`src/design/grh_pkg.sv`:
```
package grh_pkg;

   localparam int BLOCK_PIXELS   = 64;
   localparam int MAP_SIDE       = 64;
   localparam int COT_TABLE_BITS = 12;

   localparam int SIDE_W   = $clog2(MAP_SIDE);
   localparam int ADDR_W   = 2 * SIDE_W;
   localparam int BP_SH    = $clog2(BLOCK_PIXELS);
   localparam int BLK_SH   = BP_SH + 8;
   localparam int CNT_W    = (ADDR_W > 6) ? ADDR_W : 6;
   localparam int CORDIC_STAGES = 18;
   localparam int DIV_BITS = 23;
   localparam int DY_W     = BLK_SH + 2;
   localparam int PROD_W   = DY_W + 24;

   localparam logic signed [23:0] SAT_MAX = 24'sh7FFFFF;
   localparam logic signed [23:0] SAT_MIN = 24'sh800000;

   localparam logic [1:0] REG_PLAYER_X   = 2'd0;
   localparam logic [1:0] REG_PLAYER_Y   = 2'd1;
   localparam logic [1:0] REG_MAP_WIDTH  = 2'd2;
   localparam logic [1:0] REG_MAP_HEIGHT = 2'd3;

   localparam logic OP_WRITE = 1'b0;
   localparam logic OP_CAST  = 1'b1;

   typedef struct packed {
      logic [19:0] player_x;
      logic [19:0] player_y;
      logic [6:0]  map_width;
      logic [6:0]  map_height;
   } cfg_type;

   typedef struct packed {
      logic              clear_wr;
      logic [ADDR_W-1:0] clear_addr;
      logic              map_wr;
      logic              cast_load;
      logic              cordic_step;
      logic [4:0]        stage;
      logic              div_init;
      logic              div_step;
      logic              div_fin;
      logic              geom_a;
      logic              geom_b;
      logic              walk_rd;
      logic              walk_step;
      logic              out_walk;
      logic              out_horiz;
   } cmd_type;

   typedef struct packed {
      logic horiz;
      logic walk_stop;
   } status_type;

   function automatic logic [15:0] atan_step(input logic [4:0] i);
      case (i)
         5'd0:    atan_step = 16'd32768;
         5'd1:    atan_step = 16'd19344;
         5'd2:    atan_step = 16'd10221;
         5'd3:    atan_step = 16'd5188;
         5'd4:    atan_step = 16'd2604;
         5'd5:    atan_step = 16'd1303;
         5'd6:    atan_step = 16'd652;
         5'd7:    atan_step = 16'd326;
         5'd8:    atan_step = 16'd163;
         5'd9:    atan_step = 16'd81;
         5'd10:   atan_step = 16'd41;
         5'd11:   atan_step = 16'd20;
         5'd12:   atan_step = 16'd10;
         5'd13:   atan_step = 16'd5;
         5'd14:   atan_step = 16'd3;
         5'd15:   atan_step = 16'd1;
         5'd16:   atan_step = 16'd1;
         default: atan_step = 16'd0;
      endcase
   endfunction

   function automatic logic signed [23:0] sat24(input logic signed [47:0] v);
      if (v > 48'(SAT_MAX)) begin
         sat24 = SAT_MAX;
      end else if (v < 48'(SAT_MIN)) begin
         sat24 = SAT_MIN;
      end else begin
         sat24 = v[23:0];
      end
   endfunction

endpackage

```
`src/design/grh_csr.sv`:
```
module grh_csr (
   input  logic             clock,
   input  logic             reset,
   input  logic             csr_psel,
   input  logic             csr_penable,
   input  logic             csr_pwrite,
   input  logic [3:0]       csr_paddr,
   input  logic [31:0]      csr_pwdata,
   output logic [31:0]      csr_prdata,
   output logic             csr_pready,
   output grh_pkg::cfg_type cfg
);
   import grh_pkg::*;

   cfg_type    cfg_ff, cfg_in;
   logic       wr;
   logic [1:0] idx;

   assign wr  = csr_psel && csr_penable && csr_pwrite;
   assign idx = csr_paddr[3:2];
   assign csr_pready = 1'b1;
   assign cfg = cfg_ff;

   always_comb begin
      cfg_in = cfg_ff;
      if (wr) begin
         case (idx)
            REG_PLAYER_X:   cfg_in.player_x   = csr_pwdata[19:0];
            REG_PLAYER_Y:   cfg_in.player_y   = csr_pwdata[19:0];
            REG_MAP_WIDTH:  cfg_in.map_width  = csr_pwdata[6:0];
            REG_MAP_HEIGHT: cfg_in.map_height = csr_pwdata[6:0];
            default:        cfg_in = cfg_ff;
         endcase
      end
   end

   always_comb begin
      case (idx)
         REG_PLAYER_X:   csr_prdata = {12'd0, cfg_ff.player_x};
         REG_PLAYER_Y:   csr_prdata = {12'd0, cfg_ff.player_y};
         REG_MAP_WIDTH:  csr_prdata = {25'd0, cfg_ff.map_width};
         REG_MAP_HEIGHT: csr_prdata = {25'd0, cfg_ff.map_height};
         default:        csr_prdata = 32'd0;
      endcase
   end

   always_ff @(posedge clock) begin
      if (reset) begin
         cfg_ff <= '{player_x: 20'd0, player_y: 20'd0, map_width: 7'd64, map_height: 7'd64};
      end else begin
         cfg_ff <= cfg_in;
      end
   end
endmodule

```
`config.mk`:
```
export PLATFORM = sky130hd
export DESIGN_NAME = grh_csr
export DESIGN_NICKNAME = d
export VERILOG_FILES = /design/src/design/grh_pkg.sv /design/src/design/grh_csr.sv
export SDC_FILE = /design/constraint.sdc
export NUM_CORES = 1
export LEC_CHECK = 0
export BUFFER_PORTS_ARGS = -buffer_cell sky130_fd_sc_hd__buf_2
export CAP_MARGIN = 5
export CORE_MARGIN = 5
export CORE_UTILIZATION = 46
export CTS_BUF_LIST = sky130_fd_sc_hd__clkbuf_8 sky130_fd_sc_hd__clkbuf_16
export CTS_CLUSTER_DIAMETER = 30
export DETAILED_ROUTE_END_ITERATION = 10
export GPL_TIMING_DRIVEN = 0
export PLACE_DENSITY = 0.79
export SYNTH_ARGS = -nofsm -noshare
export SYNTH_HDL_FRONTEND = slang
export SYNTH_SLANG_ARGS = --single-unit
```
`constraint.sdc`:
```
create_clock -name clock -period 1.6 [get_ports clock]
set_clock_uncertainty 0.05 [all_clocks]
set_input_delay 0.32 -clock clock [delete_from_list [all_inputs] [get_ports clock]]
set_output_delay 0.32 -clock clock [all_outputs]
set_load 0.05 [all_outputs]
```
After elaboration in Yosys (flattened, before gate mapping)
Index checks and enable logic that the tools add are counted.
{"block": "op_classes", "n_eq_ne": 3, "n_reduce_logical": 7, "mux": 1}
{"op": "one-hot mux 32 bit (4 select lines)", "count": 1}
{"op": "AND reduction 2 bit", "count": 4}
{"op": "== test 2 bit, second input constant", "count": 2}
{"op": "== test 2 x 1 -> 1 bit, second input constant", "count": 1}
{"op": "logical AND 1 bit", "count": 2}
{"op": "logical NOT 2 bit", "count": 1}
{"block": "totals", "regBits": 54, "inputBits": 41, "out_inout_bits": 87}

Logic depth before layout (Yosys ltp)
{"block": "logic_depth", "depth_word": 3, "ltp_mapped": 5, "mapped_depth_nobuf": 3}

Least setup slack after synthesis
OpenSTA, ideal clock, no wires.
{"block": "synth_timing", "path_type": "input-to-output", "startpoint": "input csr_paddr[2]", "endpoint": "output csr_prdata[11]", "cell_stages": 5, "path_buffers": 3, "path_slack_ns": -0.366, "t_required_ns": 1.230, "arrival_time_ns": 1.596, "path_cell_list": "buf_6 buf_4 buf_4 mux2i_1 nor2_1"}
{"block": "synth_between", "elab_chain_len": 2, "elab_cells_between_ends": 5, "cone_classes": "eq/ne: 3; mux: 1; reduce/logical: 1"}
{"element": "start: declaration", "line_no": "grh_csr.sv:7", "rtl": "input logic [3:0] csr_paddr,"}
{"element": "== test 2 bit, or another cell as far along", "line_no": "grh_csr.sv:38", "rtl": "case (idx)"}
{"element": "one-hot mux 32 bit (4 select lines) (*)", "line_no": "grh_csr.sv:38"}
{"element": "end: declaration", "line_no": "grh_csr.sv:9", "rtl": "output logic [31:0] csr_prdata,"}
Every way passes the cells marked *; elsewhere a longest branch is shown, timed or not. The select of a mux whose other input is x is not followed.

Worst setup path after layout
{"block": "layout_timing", "startpoint": "register cfg_ff (netlist bit cfg[3])", "endpoint": "output csr_prdata[3]"}
{"block": "layout_between", "elab_chain_len": 1}
{"element": "start: declaration", "line_no": "grh_csr.sv:15", "rtl": "cfg_type cfg_ff, cfg_in;"}
{"element": "start signal: assignment", "line_no": "grh_csr.sv:49", "rtl": "cfg_ff <= '{player_x: 20'd0, player_y: 20'd0, map_width: 7'd64, map_height: 7'd64};"}
{"element": "start signal: assignment", "line_no": "grh_csr.sv:51", "rtl": "cfg_ff <= cfg_in;"}
{"element": "one-hot mux 32 bit (4 select lines)", "line_no": "grh_csr.sv:38"}
Every way passes these cells. The select of a mux whose other input is x is not followed.

==> Implementation_results.wiki <==
{| class="wikitable"
! Metric !! Value
|-
| Critical path endpoint category || output port
|-
| Max FO, Critical Path || 3
|-
| Violated checks || negative setup slack
|-
| Area used by sequential logic in the layout || ~1100 um2
|-
| Register-to-Register Path Depth || 3
|-
| Most common cell after layout, fill and taps aside || sky130_fd_sc_hd__buf_2
|-
| Setup Viol. Count Final || 7
|-
| Register-to-register path setup slack || approximately 0.77 ns
|-
| Share of synthesized area occupied by flip-flops and latches || 40.0%
|-
| Total global-route track usage || 20.6%
|-
| Crit path setup slack, layout || -0.0611 ns
|-
| Leading post-synthesis cells by cell area || sky130_fd_sc_hd__dfxtp_1, sky130_fd_sc_hd__mux2i_1, sky130_fd_sc_hd__nand2b_1
|-
| Slew at the pin closest to its max-slew limit || between 0.5 and 0.6 ns
|-
| Height of the chip || 86.7 um
|-
| Initial standard-cell utilization of the core || around 46%
|-
| Hpwl dp || 5360 um
|-
| Die Wd || roughly 87 um
|-
| Number of flip-flops in the largest register || 54
|-
| Register bit total from synthesis || 54
|-
| R2R Path End || cfg[6]$_SDFFE_PP1P_
|-
| Root buffer selected by CTS || sky130_fd_sc_hd__clkbuf_8
|-
| Post-DR wirelength/cell || ~16 um
|-
| Maximum frequency from static timing analysis || 0.602 GHz
|-
| Post-Synthesis Mean Instance Area || 10.5 um2
|-
| CTS clock-pin slew for the worst setup and hold paths || approximately 0.090 ns
|-
| Number of remaining DRC errors || 0
|-
| Pin count of the biggest net entering global routing || 16
|-
| Post-synth top area share || approximately two fifths
|-
| Status || complete, but fails checks
|-
| Clock Tree Buf Depth || 2
|-
| Die area || roughly 7500 um2
|-
| Count of input and output buffers || 97
|-
| Highest-count cells in the layout ignoring fill and taps || sky130_fd_sc_hd__buf_2, sky130_fd_sc_hd__nand2b_1, sky130_fd_sc_hd__mux2i_1
|-
| Required time of the worst setup path || around 1.2 ns
|-
| Number of distinct library cell variants in the gate-level netlist after synthesis || 17
|-
| Ant diodes || 0
|-
| TritonCTS sink count || 54
|-
| Final Wtd Congestion || between 0.7 and 0.8
|-
| Share of layout cells above drive strength 1 || around half
|-
| TritonCTS clock tree || built
|-
| CTS Hold Bufs || 0
|-
| Class of the tightest hold or removal check || input pin to flop
|-
| Relative area change from synthesis to final layout || 48.7%
|-
| Largest area contributor in the netlist || sky130_fd_sc_hd__dfxtp_1
|-
| Crit start category || flop
|-
| Non-Filler Cell Area, Final || between 4000 and 5000 um2
|-
| Number of inserted filler cells in the final layout || 466
|-
| Minimum clock period after layout || between 1.5 and 2 ns
|-
| Placed cell area || between 3000 and 4000 um2
|-
| Number of warnings printed during yosys synthesis || 0
|-
| Power density over the cells || approximately 660 nW/um2
|-
| Classification of the worst setup path || flop to output port
|-
| Area of combinational cells with multiple inputs || about 1700 um2
|-
| Via Count || 2,278
|-
| Wirelength, routed || about 7600 um
|-
| Number of failing hold endpoints at the final stage || 0
|-
| Setup repair after global routing missed its margin || yes
|-
| Number of nets with antenna violations after routing || 0
|-
| Largest voltage drop on the vdd net || 0.000480 V
|-
| Detailed Routing Iterations Pass 1 || 4
|-
| Max Cap Viol || 0
|-
| Final nets || roughly 430
|-
| Via count of the first global-routing pass || approximately 2,400
|-
| Wire length of the first global-routing pass || approximately 12,000 um
|-
| Via density per instance || 4.92
|-
| Number of instances in the synthesized netlist || about 260
|-
| Max-slew violation count || 0
|-
| Total overflow reported by the global router || 0
|-
| Post-synthesis instance area || 2700 um2
|-
| Timing endpoint of the critical path || csr_prdata[3]
|-
| R2R Path Start || cfg[6]$_SDFFE_PP1P_
|-
| Worst slack at placement || -0.262 ns
|-
| Final worst-path cycle share || 104%
|-
| Clock latency on the worst-skew pair || ~0.30 ns
|-
| Tightest slew margin relative to the limit || 65.1%
|-
| Worst setup path start || cfg[3]$_SDFFE_PP0P_
|-
| Leakage power || 0.00190 uW
|-
| Standard cell core area || around 5800 um2
|-
| Number of buffers created by CTS || 5
|-
| Std cell rows || 28
|-
| Number of H-tree branching levels || 2
|-
| Arrival time worst endpoint || around 1.3 ns
|-
| Antenna violations before repair || 0
|-
| Number of top-level pins || 128
|-
| Violation count after the first detailed-route iteration || 91
|}
## worst min-delay path by stage
stage,from,endpoint,slack [ns],cells past startpoint
2_1_floorplan,csr_pwdata[6],cfg[13]$_SDFFE_PP1P_,0.44,2
3_3_place_gp,cfg[11]$_SDFFE_PP0P_,cfg[11]$_SDFFE_PP0P_,0.42,2
3_5_place_dp,cfg[11]$_SDFFE_PP0P_,cfg[11]$_SDFFE_PP0P_,0.43,2
4_1_cts,csr_pwdata[13],cfg[27]$_SDFFE_PP0P_,0.24,3
5_1_grt,csr_pwdata[6],cfg[20]$_SDFFE_PP0P_,0.25,3
6_report,csr_pwdata[13],cfg[27]$_SDFFE_PP0P_,0.24,3
## what timing repair did
action,in CTS,in global routing
resized for setup,80,18
setup buffers,10,3
endpoints found under the setup margin,17,19
gates cloned,1,0
## kinds of logic after synthesis
kind of cell  after synthesis  share of synthesized area [%]
simple gates               96                           21.3
flops                      54                           40.0
mux                        74                           30.6
other cells                 2                          0.278
buf+inv                    32                           7.78
## per-stage QoR
step	TNS, ns	hold slack (ns)	std cells	total power [uW]	util [%]
2_1_floorplan	0	0.441	269	1750	-
3_3_place_gp	-3.20	0.420	441	1840	59.1
3_5_place_dp	-3.39	0.430	441	1850	59.1
4_1_cts	-0.589	0.239	460	2650	67.7
5_1_grt	-0.699	0.253	463	2770	69.1
6_report	-0.404	0.240	463	2670	69.1
## critical path, cell delays in order (launching register included)
cell and delay (ns):
sky130_fd_sc_hd__dfxtp_2 0.34, sky130_fd_sc_hd__mux4_2 0.47, sky130_fd_sc_hd__buf_6 0.17
## Yosys cell counts, drive strengths merged
cell / number
conb: 2
clkbuf: 9
dfxtp: 54
and3: 1
nand2b: 72
nand3: 2
nor3: 1
buf: 23
mux2i: 67
nor2: 16
mux4: 7
or3: 1
nand3b: 2
nor3b: 1
## area by class of cell
class,instances,area share (%)
repair buffers,111,18.8
clock buffers,6,2.06
plain buffers,32,6.57
well taps,75,2.34
clock inverters,2,0.218
multi-input cells,183,42.6
flip-flops and latches,54,27.4
## power by group
group	internal (uW)	switching (uW)
combinational	204	312
clock	344	430
sequential	1360	16.7
## metal layers
layer / GRT usage (%) / share of wire [%]
met1: 24.8 / 40
met2: 35.6 / 52
met3: 4.28 / 6.0
met4: 8.36 / 1.5
met5: 0 / 0
(Power assumes the default switching activity.)
