===== src/design/grh_pkg.sv =====
package grh_pkg;

   localparam int BLOCK_PIXELS   = 64;
   localparam int MAP_SIDE       = 64;
   localparam int COT_TABLE_BITS = 12;

   localparam int SIDE_W   = $clog2(MAP_SIDE);
   localparam int ADDR_W   = 2 * SIDE_W;
   localparam int BP_SH    = $clog2(BLOCK_PIXELS);
   localparam int BLK_SH   = BP_SH + 8;
   localparam int CNT_W    = (ADDR_W > 6) ? ADDR_W : 6;
   localparam int CORDIC_STAGES = 18;
   localparam int DIV_BITS = 23;
   localparam int DY_W     = BLK_SH + 2;
   localparam int PROD_W   = DY_W + 24;

   localparam logic signed [23:0] SAT_MAX = 24'sh7FFFFF;
   localparam logic signed [23:0] SAT_MIN = 24'sh800000;

   localparam logic [1:0] REG_PLAYER_X   = 2'd0;
   localparam logic [1:0] REG_PLAYER_Y   = 2'd1;
   localparam logic [1:0] REG_MAP_WIDTH  = 2'd2;
   localparam logic [1:0] REG_MAP_HEIGHT = 2'd3;

   localparam logic OP_WRITE = 1'b0;
   localparam logic OP_CAST  = 1'b1;

   typedef struct packed {
      logic [19:0] player_x;
      logic [19:0] player_y;
      logic [6:0]  map_width;
      logic [6:0]  map_height;
   } cfg_type;

   typedef struct packed {
      logic              clear_wr;
      logic [ADDR_W-1:0] clear_addr;
      logic              map_wr;
      logic              cast_load;
      logic              cordic_step;
      logic [4:0]        stage;
      logic              div_init;
      logic              div_step;
      logic              div_fin;
      logic              geom_a;
      logic              geom_b;
      logic              walk_rd;
      logic              walk_step;
      logic              out_walk;
      logic              out_horiz;
   } cmd_type;

   typedef struct packed {
      logic horiz;
      logic walk_stop;
   } status_type;

   function automatic logic [15:0] atan_step(input logic [4:0] i);
      case (i)
         5'd0:    atan_step = 16'd32768;
         5'd1:    atan_step = 16'd19344;
         5'd2:    atan_step = 16'd10221;
         5'd3:    atan_step = 16'd5188;
         5'd4:    atan_step = 16'd2604;
         5'd5:    atan_step = 16'd1303;
         5'd6:    atan_step = 16'd652;
         5'd7:    atan_step = 16'd326;
         5'd8:    atan_step = 16'd163;
         5'd9:    atan_step = 16'd81;
         5'd10:   atan_step = 16'd41;
         5'd11:   atan_step = 16'd20;
         5'd12:   atan_step = 16'd10;
         5'd13:   atan_step = 16'd5;
         5'd14:   atan_step = 16'd3;
         5'd15:   atan_step = 16'd1;
         5'd16:   atan_step = 16'd1;
         default: atan_step = 16'd0;
      endcase
   endfunction

   function automatic logic signed [23:0] sat24(input logic signed [47:0] v);
      if (v > 48'(SAT_MAX)) begin
         sat24 = SAT_MAX;
      end else if (v < 48'(SAT_MIN)) begin
         sat24 = SAT_MIN;
      end else begin
         sat24 = v[23:0];
      end
   endfunction

endpackage


===== src/design/grh_ctrl.sv =====
module grh_ctrl (
   input  logic                clock,
   input  logic                reset,
   input  logic                req_tvalid,
   input  logic                req_op,
   output logic                req_tready,
   output logic                rsp_tvalid,
   input  logic                rsp_tready,
   input  grh_pkg::status_type status,
   output grh_pkg::cmd_type    cmd
);
   import grh_pkg::*;

   typedef enum logic [3:0] {
      S_CLEAR, S_IDLE, S_CORDIC, S_DIV_INIT, S_DIV, S_DIV_FIN,
      S_GEOM_A, S_GEOM_B, S_WALK_RD, S_WALK_EVAL, S_DONE
   } state_type;

   state_type        state_ff, state_in;
   logic [CNT_W-1:0] cnt_ff, cnt_in;
   logic             accept;

   assign req_tready = (state_ff == S_IDLE);
   assign rsp_tvalid = (state_ff == S_DONE);
   assign accept     = req_tvalid && req_tready;

   always_comb begin
      state_in = state_ff;
      cnt_in   = cnt_ff;
      cmd      = '0;
      cmd.clear_addr = cnt_ff[ADDR_W-1:0];
      cmd.stage      = cnt_ff[4:0];
      case (state_ff)
         S_CLEAR: begin
            cmd.clear_wr = 1'b1;
            cnt_in = cnt_ff + 1'b1;
            if (cnt_ff[ADDR_W-1:0] == {ADDR_W{1'b1}}) begin
               state_in = S_IDLE;
               cnt_in   = '0;
            end
         end
         S_IDLE: begin
            if (accept) begin
               if (req_op == OP_WRITE) begin
                  cmd.map_wr = 1'b1;
               end else if (status.horiz) begin
                  cmd.out_horiz = 1'b1;
                  state_in = S_DONE;
               end else begin
                  cmd.cast_load = 1'b1;
                  cnt_in   = '0;
                  state_in = S_CORDIC;
               end
            end
         end
         S_CORDIC: begin
            cmd.cordic_step = 1'b1;
            cnt_in = cnt_ff + 1'b1;
            if (cnt_ff == CNT_W'(CORDIC_STAGES - 1)) begin
               state_in = S_DIV_INIT;
            end
         end
         S_DIV_INIT: begin
            cmd.div_init = 1'b1;
            cnt_in   = '0;
            state_in = S_DIV;
         end
         S_DIV: begin
            cmd.div_step = 1'b1;
            cnt_in = cnt_ff + 1'b1;
            if (cnt_ff == CNT_W'(DIV_BITS - 1)) begin
               state_in = S_DIV_FIN;
            end
         end
         S_DIV_FIN: begin
            cmd.div_fin = 1'b1;
            state_in = S_GEOM_A;
         end
         S_GEOM_A: begin
            cmd.geom_a = 1'b1;
            state_in = S_GEOM_B;
         end
         S_GEOM_B: begin
            cmd.geom_b = 1'b1;
            cnt_in   = '0;
            state_in = S_WALK_RD;
         end
         S_WALK_RD: begin
            cmd.walk_rd = 1'b1;
            state_in = S_WALK_EVAL;
         end
         S_WALK_EVAL: begin
            // Stop at a wall, outside the map, or on the last allowed point.
            if (status.walk_stop || cnt_ff == CNT_W'(MAP_SIDE + 1)) begin
               cmd.out_walk = 1'b1;
               state_in = S_DONE;
            end else begin
               cmd.walk_step = 1'b1;
               cnt_in   = cnt_ff + 1'b1;
               state_in = S_WALK_RD;
            end
         end
         S_DONE: begin
            if (rsp_tready) begin
               state_in = S_IDLE;
            end
         end
         default: state_in = S_IDLE;
      endcase
   end

   always_ff @(posedge clock) begin
      if (reset) begin
         state_ff <= S_CLEAR;
         cnt_ff   <= '0;
      end else begin
         state_ff <= state_in;
         cnt_ff   <= cnt_in;
      end
   end
endmodule


===== config.mk =====
export PLATFORM = sky130hd
export DESIGN_NAME = grh_ctrl
export DESIGN_NICKNAME = d
export VERILOG_FILES = /design/src/design/grh_pkg.sv /design/src/design/grh_ctrl.sv
export SDC_FILE = /design/constraint.sdc
export NUM_CORES = 1
export LEC_CHECK = 0
export BUFFER_PORTS_ARGS = -buffer_cell sky130_fd_sc_hd__buf_2
export CAP_MARGIN = 20
export CORE_MARGIN = 3
export CORE_UTILIZATION = 46
export DETAILED_ROUTE_END_ITERATION = 7
export PLACE_DENSITY = 0.86
export SYNTH_ARGS = -nofsm -noshare
export SYNTH_HDL_FRONTEND = slang
export SYNTH_SLANG_ARGS = --single-unit

===== constraint.sdc =====
create_clock -name clock -period 1.9 [get_ports clock]
set_clock_uncertainty 0.05 [all_clocks]
set_input_delay 0.285 -clock clock [delete_from_list [all_inputs] [get_ports clock]]
set_output_delay 0.285 -clock clock [all_outputs]
set_load 0.01 [all_outputs]

; After elaboration in Yosys (flattened, before gate mapping)
; Index checks and enable logic that the tools add are counted.
[totals]
register_bits = 16
output_inout_bits = 32
[classes]
addsub = 1
eq_ne = 22
n_reduce_logical = 8
n_mux = 35
[ops]
columns = op, n
row1 = $mux W12, 5
row2 = $pmux W12 S5, 1
row3 = $pmux W4 S11, 1
row4 = $mux W4, 7
row5 = $eq A12 B5 Y1 const B, 2
row6 = $mux W1, 17
row7 = $eq A4 B3 Y1 const B, 4
row8 = $add A12 B1 Y12 const B, 1
row9 = $eq A12 B12 Y1 const B, 1
row10 = $eq A12 B7 Y1 const B, 1
row11 = $eq A4 B4 Y1 const B, 3
row12 = $ne A2 B2 Y1 const B, 6
row13 = $eq A4 B2 Y1 const B, 2
row14 = $mux W2, 4
row15 = $reduce_and A6 Y1, 1
row16 = $reduce_and A5 Y1, 1
row17 = $reduce_bool A5 Y1, 1
row18 = $eq A4 B1 Y1 const B, 1
row19 = $logic_not A4 Y1, 1
row20 = $ne A2 B1 Y1 const B, 2
row21 = $reduce_or A2 Y1, 2
row22 = $logic_and A1 B1 Y1, 1
row23 = $logic_or A1 B1 Y1, 1

; Longest topological paths before layout
; Gate-level depths: netlist of the first run.
[logic_depth]
word_depth = 4
mapped_depth = 10

; Least setup slack after synthesis of the first run
; No wires, ideal clock.
[synth_path]
path_type = register to register
startpoint = register cnt_ff[1]
endpoint = register cnt_ff[8]
stages_incl_launch_ff = 9
slack_ns = -0.260
setup_ns = 0.086
arrival_time_ns = 2.024
synth_period_minus_slack_ns = 2.160
path_buffers = 0
path_cell_list = dfxtp_1 -> inv_1 -> ha_1 -> nor3b_1 -> and4_4 -> o21bai_4 -> inv_2 -> or4b_4 -> a221oi_2
[synth_between]
elab_chain_cells = 4
word_cells_on_any_way = 9
cone_classes = add/sub (1) / eq/ne (3) / mux (3) / reduce/logical (2)
[synth_rtl]
columns = item, line_no
row1 = start: declaration, grh_ctrl.sv:20  ; logic [CNT_W-1:0] cnt_ff, cnt_in;
row2 = start signal: assignment, grh_ctrl.sv:118  ; cnt_ff <= cnt_in;
row3 = branches (longest 4 deep; another with $add A12 B1 Y12), -
; Parallel ways; which one is timed is not known. The select of a mux whose other input is x is not followed.
; A chain may end at the register's enable or synchronous reset.

; Worst setup path after layout of the first run
[layout_path]
startpoint = register state_ff[1]
endpoint = register cnt_ff[5]
[layout_between]
elab_chain_cells = 4
word_cells_on_any_way = 17
cone_classes = eq/ne (10) / mux (1) / reduce/logical (6)
[layout_rtl]
columns = item, line_no
row1 = start: declaration, grh_ctrl.sv:19  ; state_type state_ff, state_in;
row2 = start signal: assignment, grh_ctrl.sv:117  ; state_ff <= state_in;
row3 = "$eq A4 B3 Y1, or another cell as far along", grh_ctrl.sv:33  ; case (state_ff)
row4 = $reduce_or A2 Y1 (no line) or $logic_and A1 B1 Y1 (tied branches), -
row5 = $reduce_bool A5 Y1 (no line) or $ne A2 B1 Y1 (tied branches), -
row6 = $reduce_and A5 Y1 (no line), -
; Several ways; a longest one is shown, not always the timed one.

==> results of run 1 <==
## area by class of cell
cell class	instances	area share, %
Tap cell	30	1.74
Timing Repair Buffer	94	30.7
Multi-Input combinational cell	128	48.2
Inverter	9	1.80
Sequential cell	16	15.8
Clock buffer	4	1.68
## flip-flops by register name, indices dropped and copies added, names as in the netlist
| signal | flops |
|---|---|
| cnt_ff | 12 |
| state_ff | 4 |
## power breakdown
| group | switching [mW] | internal [mW] |
|---|---|---|
| Sequential | 0.0800 | 0.397 |
| Combinational | 0.694 | 0.666 |
| Clock | 0.128 | 0.117 |
## routing by layer
metal | vias up | share of wire, % | GRT usage [%]
li1 | 791 | - | -
met1 | 860 | 36 | 39.9
met2 | 194 | 46 | 47.7
met3 | 63 | 11 | 2.83
met4 | 0 | 7.3 | 5.50
met5 | - | 0 | 0
## per-stage QoR
stage               TNS, ps  utilization (%)  hold WS (ps)
finish                -1640             83.3           268
global route          -2720             83.3           289
CTS                    -474             75.7           258
detailed placement     -449             68.8           554
global placement       -110             68.8           553
floorplan              -108                -           469
## cell usage in the layout, fill, tap and decap left out, types with 3 or more instances in the layout
cell      Yosys  layout
buf_4         9      46
buf_2         1      37
nor2_1       19      17
buf_6         3      10
dfxtp_2       0       8
nand3_1       8       7
a21oi_1      13       7
inv_1         7       6
nand2_1       6       6
o21ai_0       6       6
nand2b_1      5       5
nor3_1        8       5
a21oi_2       0       5
dfxtp_1      16       5
o31ai_1       7       4
or4_1         5       4
nand4b_1      4       4
nor3_2        0       3
nand4_1       3       3
clkbuf_4      0       3
dfxtp_4       0       3
## cells by family (layout without fill, tap and decap cells)
kind of cell | count (synthesis) | in the layout | share of synthesized area (%)
and+or+nand+nor | 80 | 80 | 36.2
AOI/OAI and AO/OA | 44 | 44 | 24.6
buffers and inverters | 24 | 107 | 11.3
DFF | 16 | 16 | 24.4
adders and majority gates | 3 | 3 | 2.85
xor gates and xnor gates | 1 | 1 | 0.666
## path summary, 6_finish.rpt
check                           slack (ps)                startpoint                  endpoint  cells past startpoint
worst max register to register        -150  state_ff[1]$_SDFFE_PP0P_    cnt_ff[5]$_SDFFE_PP0P_                      7
worst max-delay path                  -150  state_ff[1]$_SDFFE_PP0P_    cnt_ff[5]$_SDFFE_PP0P_                      7
worst min register to register         560  state_ff[3]$_SDFFE_PP0P_  state_ff[2]$_SDFFE_PP0P_                      2
worst min-delay path                   270                     reset    cnt_ff[1]$_SDFFE_PP0P_                      2
## critical path, stage by stage, from the launching register on
cell and delay [ps]:
dfxtp_4 380, buf_4 140, nand2b_4 150, nand2_1 140
o211ai_1 210, buf_4 250, or4_1 520, a21oi_2 160
## repair_timing
action,in CTS,in global routing
gates resized for setup,22,34
pin swaps,14,21
buffers inserted,5,8
endpoints found under the setup margin,19,21
==> impl_metrics.csv, run 1 <==
group,metric,value,unit
clocking,hold_buffers,0,
setup_path,cp.arrival,2240,ps
placed_design,gp_congestion,0.893,
cells_and_area,drive_gt1_share,59.8,%
floorplan,start_util,50.8,%
cells_and_area,antenna_cells,0,
cells_and_area,nets,262,
pwr,power,2.08,mW
timing,max_freq,489,MHz
floorplan,die_w,59.5,um
synth,synth_cells,168,
clocking,cts_htree_levels,1,
synth,syn_area,1320,um^2
clocking,cts_num_sinks,16,
clocking,cts_buffer_depth,2,
run_status,violations,"setup timing",
timing,hold_viol,0,
cells_and_area,fillCellCount,144,
placed_design,placed_area,1780,um^2
min_path,worstHoldPathType,"input port to flop",
cells_and_area,seq_area,342,um^2
routing,antenna_left,0,
cells_and_area,final_area,2160,um^2
timing,finalMaxSlewViolations,0,
floorplan,core,2590,um^2
synth,syn_nets,178,
synth,synth-seq-area-share,24.4,%
cells_and_area,multi_input_area,1040,um^2
setup_path,critPathMaxFanout,12,
pwr,vdd_drop_max,1.02,mV
synth,async_flop_share,0,%
routing,drt_iter0_drc,180,
floorplan,die_h,59.5,um
floorplan,row_count,18,
routing,via_per_inst,6.79,
setup_path,worstSetupPathType,"flop to flop",
cells_and_area,final_cell_count_no_fill,281,
synth,synth_area_leaders,"dfxtp_1 24%, nor2_1 5.4%, buf_4 5.1%",
flow_run,maxCapViolations,0,
routing,drc,0,
synth,synthFlopType,"dfxtp_1",
timing,grt_setup_unrepaired,"true",
synth,yosys_warnings,0,
synth,yosysTopAreaCell,"dfxtp_1",
routing,wire_per_inst,21.9,um
routing,dr_total_vias,1908,
timing,period_needed,2050,ps
synth,synth-edff-count,0,
routing,drt_wl_total,6160,um
placed_design,portBuffers,38,
timing,max_slew_margin,65.3,%
timing,fin_crit_sh,108,%
clocking,cts.clk_slew.worst_paths,110,ps
pwr,p_leak,0.943,nW
cells_and_area,area.growth.synth_to_final,64.1,%
routing,drtPass1Iterations,5,
global_route,antenna_found_initial,0,
synth,synth_top_area_share,24.4,%
global_route,grt_max_degree,13,
floorplan,dieArea,3540,um^2
pwr,powerDensity,965,nW/um^2
global_route,globalRouteTotalUtil,28.6,%
global_route,first_global_vias,1540,
clocking,cts_tree,"done",
clocking,insertion_delay,310,ps
clocking,clockRootBuffer,"clkbuf_4",
global_route,grt-ovfl-total,0,
run_status,status,"finished, violations left",
setup_path,start_kind,"flop",
placed_design,dp_hpwl,3190,um
setup_path,cp-end-kind,"flop",
setup_path,required,2100,ps
timing,setup_viol,18,
timing,worst_slack,-146,ps
global_route,grt_pass1_wl,7670,um
placed_design,post-place-ws,-100,ps
synth,ys_seq_elements,16,
synth,yosysMostFrequentCell,"nor2_1",
placed_design,post-place-cells,264,
timing,tightest_slew,516,ps
synth,yosysUniqueCellTypes,55,
synth,synth_commonest_cells,"19 x nor2_1, 16 x dfxtp_1, 13 x a21oi_1",
clocking,cts_buffers,3,
floorplan,io_pins,39,
synth,syn_area_per_cell,7.83,um^2
Note: power is estimated with default switching activity, not from simulation.
==> run 2: changes to the inputs <==
CORE_UTILIZATION = 38   (was 46)
PLACE_DENSITY = 0.63   (was 0.86)
SETUP_SLACK_MARGIN = 0.02   (was default)
==> impl_metrics.csv, run 2 (synthesized netlist as in run 1, its figures left out) <==
group,metric,value,unit
run_status,status,"finished, violations left",
run_status,violations,"setup timing",
floorplan,start_util,41.4,%
cells_and_area,top_register,"cnt_ff",
floorplan,io_pins,39,
setup_path,worstSetupPathType,"flop to output pin",
global_route,grt_util_met2,40.9,%
global_route,antenna_found_initial,0,
timing,period_needed,2030,ps
routing,dr_total_vias,1683,
cells_and_area,layout_commonest_cell,"buf_4",
floorplan,die_h,64.8,um
min_path,worstHoldPathType,"input port to flop",
clocking,cts_buffer_depth,2,
cells_and_area,largest_registers,"cnt_ff (12), state_ff (4)",
timing,max_slew_margin,63.6,%
cells_and_area,drive_gt1_share,62.9,%
clocking,cts_buffers,3,
cells_and_area,nets,270,
setup_path,critPathMaxFanout,7,
routing,drc,0,
timing,holdWs,258,ps
cells_and_area,largest_register_ffs,12,
pwr,vdd_drop_max,0.605,mV
timing,setup_viol,14,
flow_run,maxCapViolations,0,
floorplan,die_w,64.8,um
routing,antenna_left,0,
routing,drtPass1Iterations,4,
routing,drt_iter0_drc,99,
global_route,grt_max_degree,12,
clocking,cts_htree_levels,1,
clocking,hold_buffers,0,
cells_and_area,area.growth.synth_to_final,74.5,%
routing,drt_wl_total,4890,um
global_route,grt_pass1_wl,7710,um
clocking,clockRootBuffer,"clkbuf_4",
floorplan,core,3180,um^2
cells_and_area,layout_common_cells,"59 x buf_4, 37 x buf_2, 18 x nor2_1",
cells_and_area,antenna_cells,0,
global_route,first_global_vias,1644,
floorplan,dieArea,4200,um^2
setup_path,cp-end-kind,"output pin",
pwr,p_leak,1.01,nW
clocking,cts_tree,"done",
placed_design,portBuffers,38,
timing,fin_crit_sh,107,%
setup_path,cp.arrival,1700,ps
timing,max_freq,492,MHz
routing,via_per_inst,5.55,
global_route,met3_usage,3.81,%
global_route,gr-max-usage-layer,"met2",
clocking,insertion_delay,300,ps
cells_and_area,fillCellCount,268,
placed_design,dp_hpwl,3330,um
setup_path,required,1560,ps
global_route,globalRouteTotalUtil,23.1,%
clocking,cts_num_sinks,16,
cells_and_area,final_area,2290,um^2
placed_design,placed_area,1880,um^2
routing,wire_per_inst,16.1,um
timing,hold_viol,0,
setup_path,start_kind,"flop",
pwr,powerDensity,920,nW/um^2
clocking,cts.clk_slew.worst_paths,120,ps
timing,grt_setup_unrepaired,"true",
floorplan,row_count,20,
placed_design,gp_congestion,0.886,
timing,worst_slack,-132,ps
timing,finalMaxSlewViolations,0,
global_route,grtUsageMet1,29.4,%
global_route,grt-ovfl-total,0,
timing,tightest_slew,540,ps
run 2: cell types whose count changed in the layout (fill, tap and decap cells not counted), sizes merged:
cell,before,now
buf,94,102
run 2: worst paths after layout:
path / slack, ps / start / cells past startpoint / end
setup / recovery: -130 / cnt_ff[7]$_SDFFE_PP0P_ / 7 / cmd[1]
hold / removal: 260 / reset / 2 / cnt_ff[8]$_SDFFE_PP0P_
setup reg to reg: -130 / cnt_ff[1]$_SDFFE_PP0P_ / 8 / cnt_ff[8]$_SDFFE_PP0P_
hold reg to reg: 550 / cnt_ff[3]$_SDFFE_PP0P_ / 2 / cnt_ff[3]$_SDFFE_PP0P_
run 2: what timing repair did:
action | 4_1_cts | 5_1_grt
endpoints found under the setup margin | 20 | 20
resized for setup | 30 | 32
pin swaps | 18 | 13
gates cloned | 0 | 0
setup buffers | 6 | 5
run 2: per-layer routing:
metal  part of all wire, %  wire, um
met1                    43      2100
met2                    50      2440
met3                   5.5       271
met4                   1.6        77
met5                     0         0
run 2: where the power goes:
part	switching (mW)	internal [mW]	total (mW)
clock	0.132	0.117	0.248
combinational	0.673	0.743	1.42
sequential	0.0546	0.392	0.447
run 2: final cells by class:
type | instances | area (um^2) | share of cell area [%]
timing repair buffer | 102 | 704 | 30.7
tap | 44 | 55.1 | 2.40
inverter | 9 | 36.3 | 1.58
clock buffer | 4 | 36.3 | 1.58
sequential | 16 | 339 | 14.8
multi-input combinational | 128 | 1120 | 49.0
run 2: critical path, cell delays in order (launching register included):
cell and delay (ps):
dfxtp_2 360, nor4_4 280, buf_4 160, and4_4 220, o21bai_4 70, inv_4 110
buf_12 120, buf_6 90
run 2: through the flow:
stage	utilization, %	std cells	setup TNS, ps	setup WS, ps	total power, mW
2_1_floorplan	-	168	-108	-60.7	1.03
3_3_place_gp	59.2	289	-279	-70.4	1.46
3_5_place_dp	59.2	289	-448	-115	1.49
4_1_cts	65.8	298	-805	-117	1.88
5_1_grt	72.2	303	-1810	-199	2.24
6_report	72.2	303	-878	-132	2.11
==> run 3: changes to the inputs <==
CELL_PAD_IN_SITES_DETAIL_PLACEMENT = 1   (was default)
CELL_PAD_IN_SITES_GLOBAL_PLACEMENT = 1   (was default)
CORE_UTILIZATION = 33   (was 38)
PLACE_DENSITY = 0.74   (was 0.63)
RECOVER_POWER = 50   (was default)
==> impl_metrics.csv, run 3 (synthesized netlist as in run 1, its figures left out) <==
group,metric,value,unit
routing,dr_total_vias,1752,
pwr,powerDensity,945,nW/um^2
setup_path,cpPeakStageDelay,530,ps
setup_path,critPathTopFamily,"simple AND/OR/NAND/NOR gates",
timing,max_freq,495,MHz
global_route,globalRouteTotalUtil,25.2,%
clocking,cts_buffer_depth,2,
timing,setup_tns,-1060,ps
timing,holdWs,326,ps
cells_and_area,antenna_cells,0,
setup_path,worst_path_max_delay_cell,"or4_1",
global_route,antenna_found_initial,0,
timing,finalMaxSlewViolations,0,
clocking,cts_num_sinks,16,
setup_path,crit_path_start,"cnt_ff[1]$_SDFFE_PP0P_",
cells_and_area,layout_commonest_cell,"buf_4",
routing,wire_per_inst,23.0,um
floorplan,io_pins,39,
setup_path,start_kind,"flop",
global_route,met3_usage,4.52,%
setup_path,regToRegSetupSlack,-120,ps
cells_and_area,largest_registers,"cnt_ff (12), state_ff (4)",
global_route,grt-ovfl-total,0,
placed_design,post-place-cells,280,
cells_and_area,nets,259,
cells_and_area,layout_common_cells,"42 x buf_4, 36 x buf_2, 19 x nor2_1",
timing,hold_viol,0,
cells_and_area,area.growth.synth_to_final,64.6,%
timing,fin_crit_sh,106,%
routing,drc,0,
routing,via_per_inst,5.92,
placed_design,portBuffers,38,
timing,setup_viol,15,
global_route,grt_util_met2,45.7,%
pwr,vdd_drop_max,0.519,mV
run_status,status,"finished, violations left",
clocking,cts_tree,"done",
min_path,worstHoldPathType,"input port to flop",
floorplan,start_util,35.1,%
floorplan,die_h,69.1,um
routing,drtPass1Iterations,4,
min_path,holdCritStartpoint,"reset",
setup_path,worst-path-buf-inv,3,
timing,period_needed,2020,ps
clocking,cts_htree_levels,1,
run_status,violations,"setup timing",
routing,drt_wl_total,6810,um
routing,antenna_left,0,
setup_path,reg2reg_from,"cnt_ff[1]$_SDFFE_PP0P_",
timing,grt_setup_unrepaired,"true",
routing,drt_iter0_drc,89,
floorplan,core,3740,um^2
cells_and_area,seq_area,348,um^2
placed_design,dp_hpwl,3920,um
floorplan,dieArea,4780,um^2
pwr,power,2.05,mW
global_route,gr-max-usage-layer,"met2",
timing,worst_slack,-120,ps
pwr,p_leak,0.925,nW
global_route,grt_pass1_wl,9640,um
cells_and_area,final_cell_count_no_fill,296,
clocking,cts_buffers,3,
floorplan,row_count,22,
setup_path,cp.arrival,2170,ps
cells_and_area,fillCellCount,468,
cells_and_area,multi_input_area,1010,um^2
setup_path,cp-end-kind,"flop",
global_route,grtUsageMet1,29.1,%
timing,tightest_slew,608,ps
placed_design,gp_congestion,0.893,
cells_and_area,drive_gt1_share,58.5,%
setup_path,critPathMaxFanout,9,
floorplan,die_w,69.1,um
flow_run,maxCapViolations,0,
timing,max_slew_margin,59.0,%
setup_path,cp_cell_sequence,"inv_2 -> ha_4 -> nor3b_4 -> and4_4 -> o21bai_4 -> inv_4 -> buf_12 -> or4_1 -> a21oi_2",
clocking,hold_buffers,0,
placed_design,post-place-ws,-134,ps
global_route,first_global_vias,1813,
clocking,insertion_delay,270,ps
clocking,clockRootBuffer,"clkbuf_8",
clocking,cts.clk_slew.worst_paths,70,ps
setup_path,worstSetupPathType,"flop to flop",
setup_path,required,2050,ps
cells_and_area,top_register,"cnt_ff",
global_route,grt_max_degree,17,
cells_and_area,largest_register_ffs,12,
==> run 3: changes by cell type in the layout (fill, tap and decap cells not counted), sizes merged <==
cell and delta:
clkbuf +1, buf -12
==> run 3: layer usage <==
layer / vias up / share of wire [%]
met3: 19 / 5.2
met1: 889 / 40
li1: 781 / -
met2: 63 / 52
met4: 0 / 3.2
met5: - / 0
==> run 3: area by class of cell <==
cell class / instances / share of cell area [%]
Multi-Input combinational cell: 128 / 46.9
Timing Repair Buffer: 91 / 30.5
Sequential cell: 16 / 16.1
Tap cell: 48 / 2.77
Clock buffer: 4 / 2.08
Inverter: 9 / 1.68
==> run 3: worst paths after layout <==
check	end	depth (start not counted)
min	cnt_ff[1]$_SDFFE_PP0P_	2
min reg2reg	cnt_ff[3]$_SDFFE_PP0P_	2
max reg2reg	cnt_ff[7]$_SDFFE_PP0P_	9
max	cnt_ff[7]$_SDFFE_PP0P_	9
==> run 3: report_power, final <==
group,internal [mW],switching (mW)
Combinational,0.600,0.662
Clock,0.150,0.152
Sequential,0.397,0.0841
==> run 3: metrics by stage <==
step,cell area [um^2],util [%]
2_1_floorplan,1330,-
4_1_cts,1990,53.1
5_1_grt,2160,57.8
6_report,2160,57.8
3_3_place_gp,1810,48.5
3_5_place_dp,1810,48.5
==> run 3: what timing repair did <==
item	in CTS	in global routing
endpoints found under the hold margin	0	0
resized for setup	21	35
setup buffers	7	6
pin swaps	12	17
setup endpoints to repair	20	20
==> run 3: worst register-to-register path: cells and delay by family (launching register included) <==
family	cells	cell delay, ps
DFF	1	360
adders and majority gates	1	150
and+or+nand+nor	3	840
buffers and inverters	3	260
AOI/OAI and AO/OA	2	300
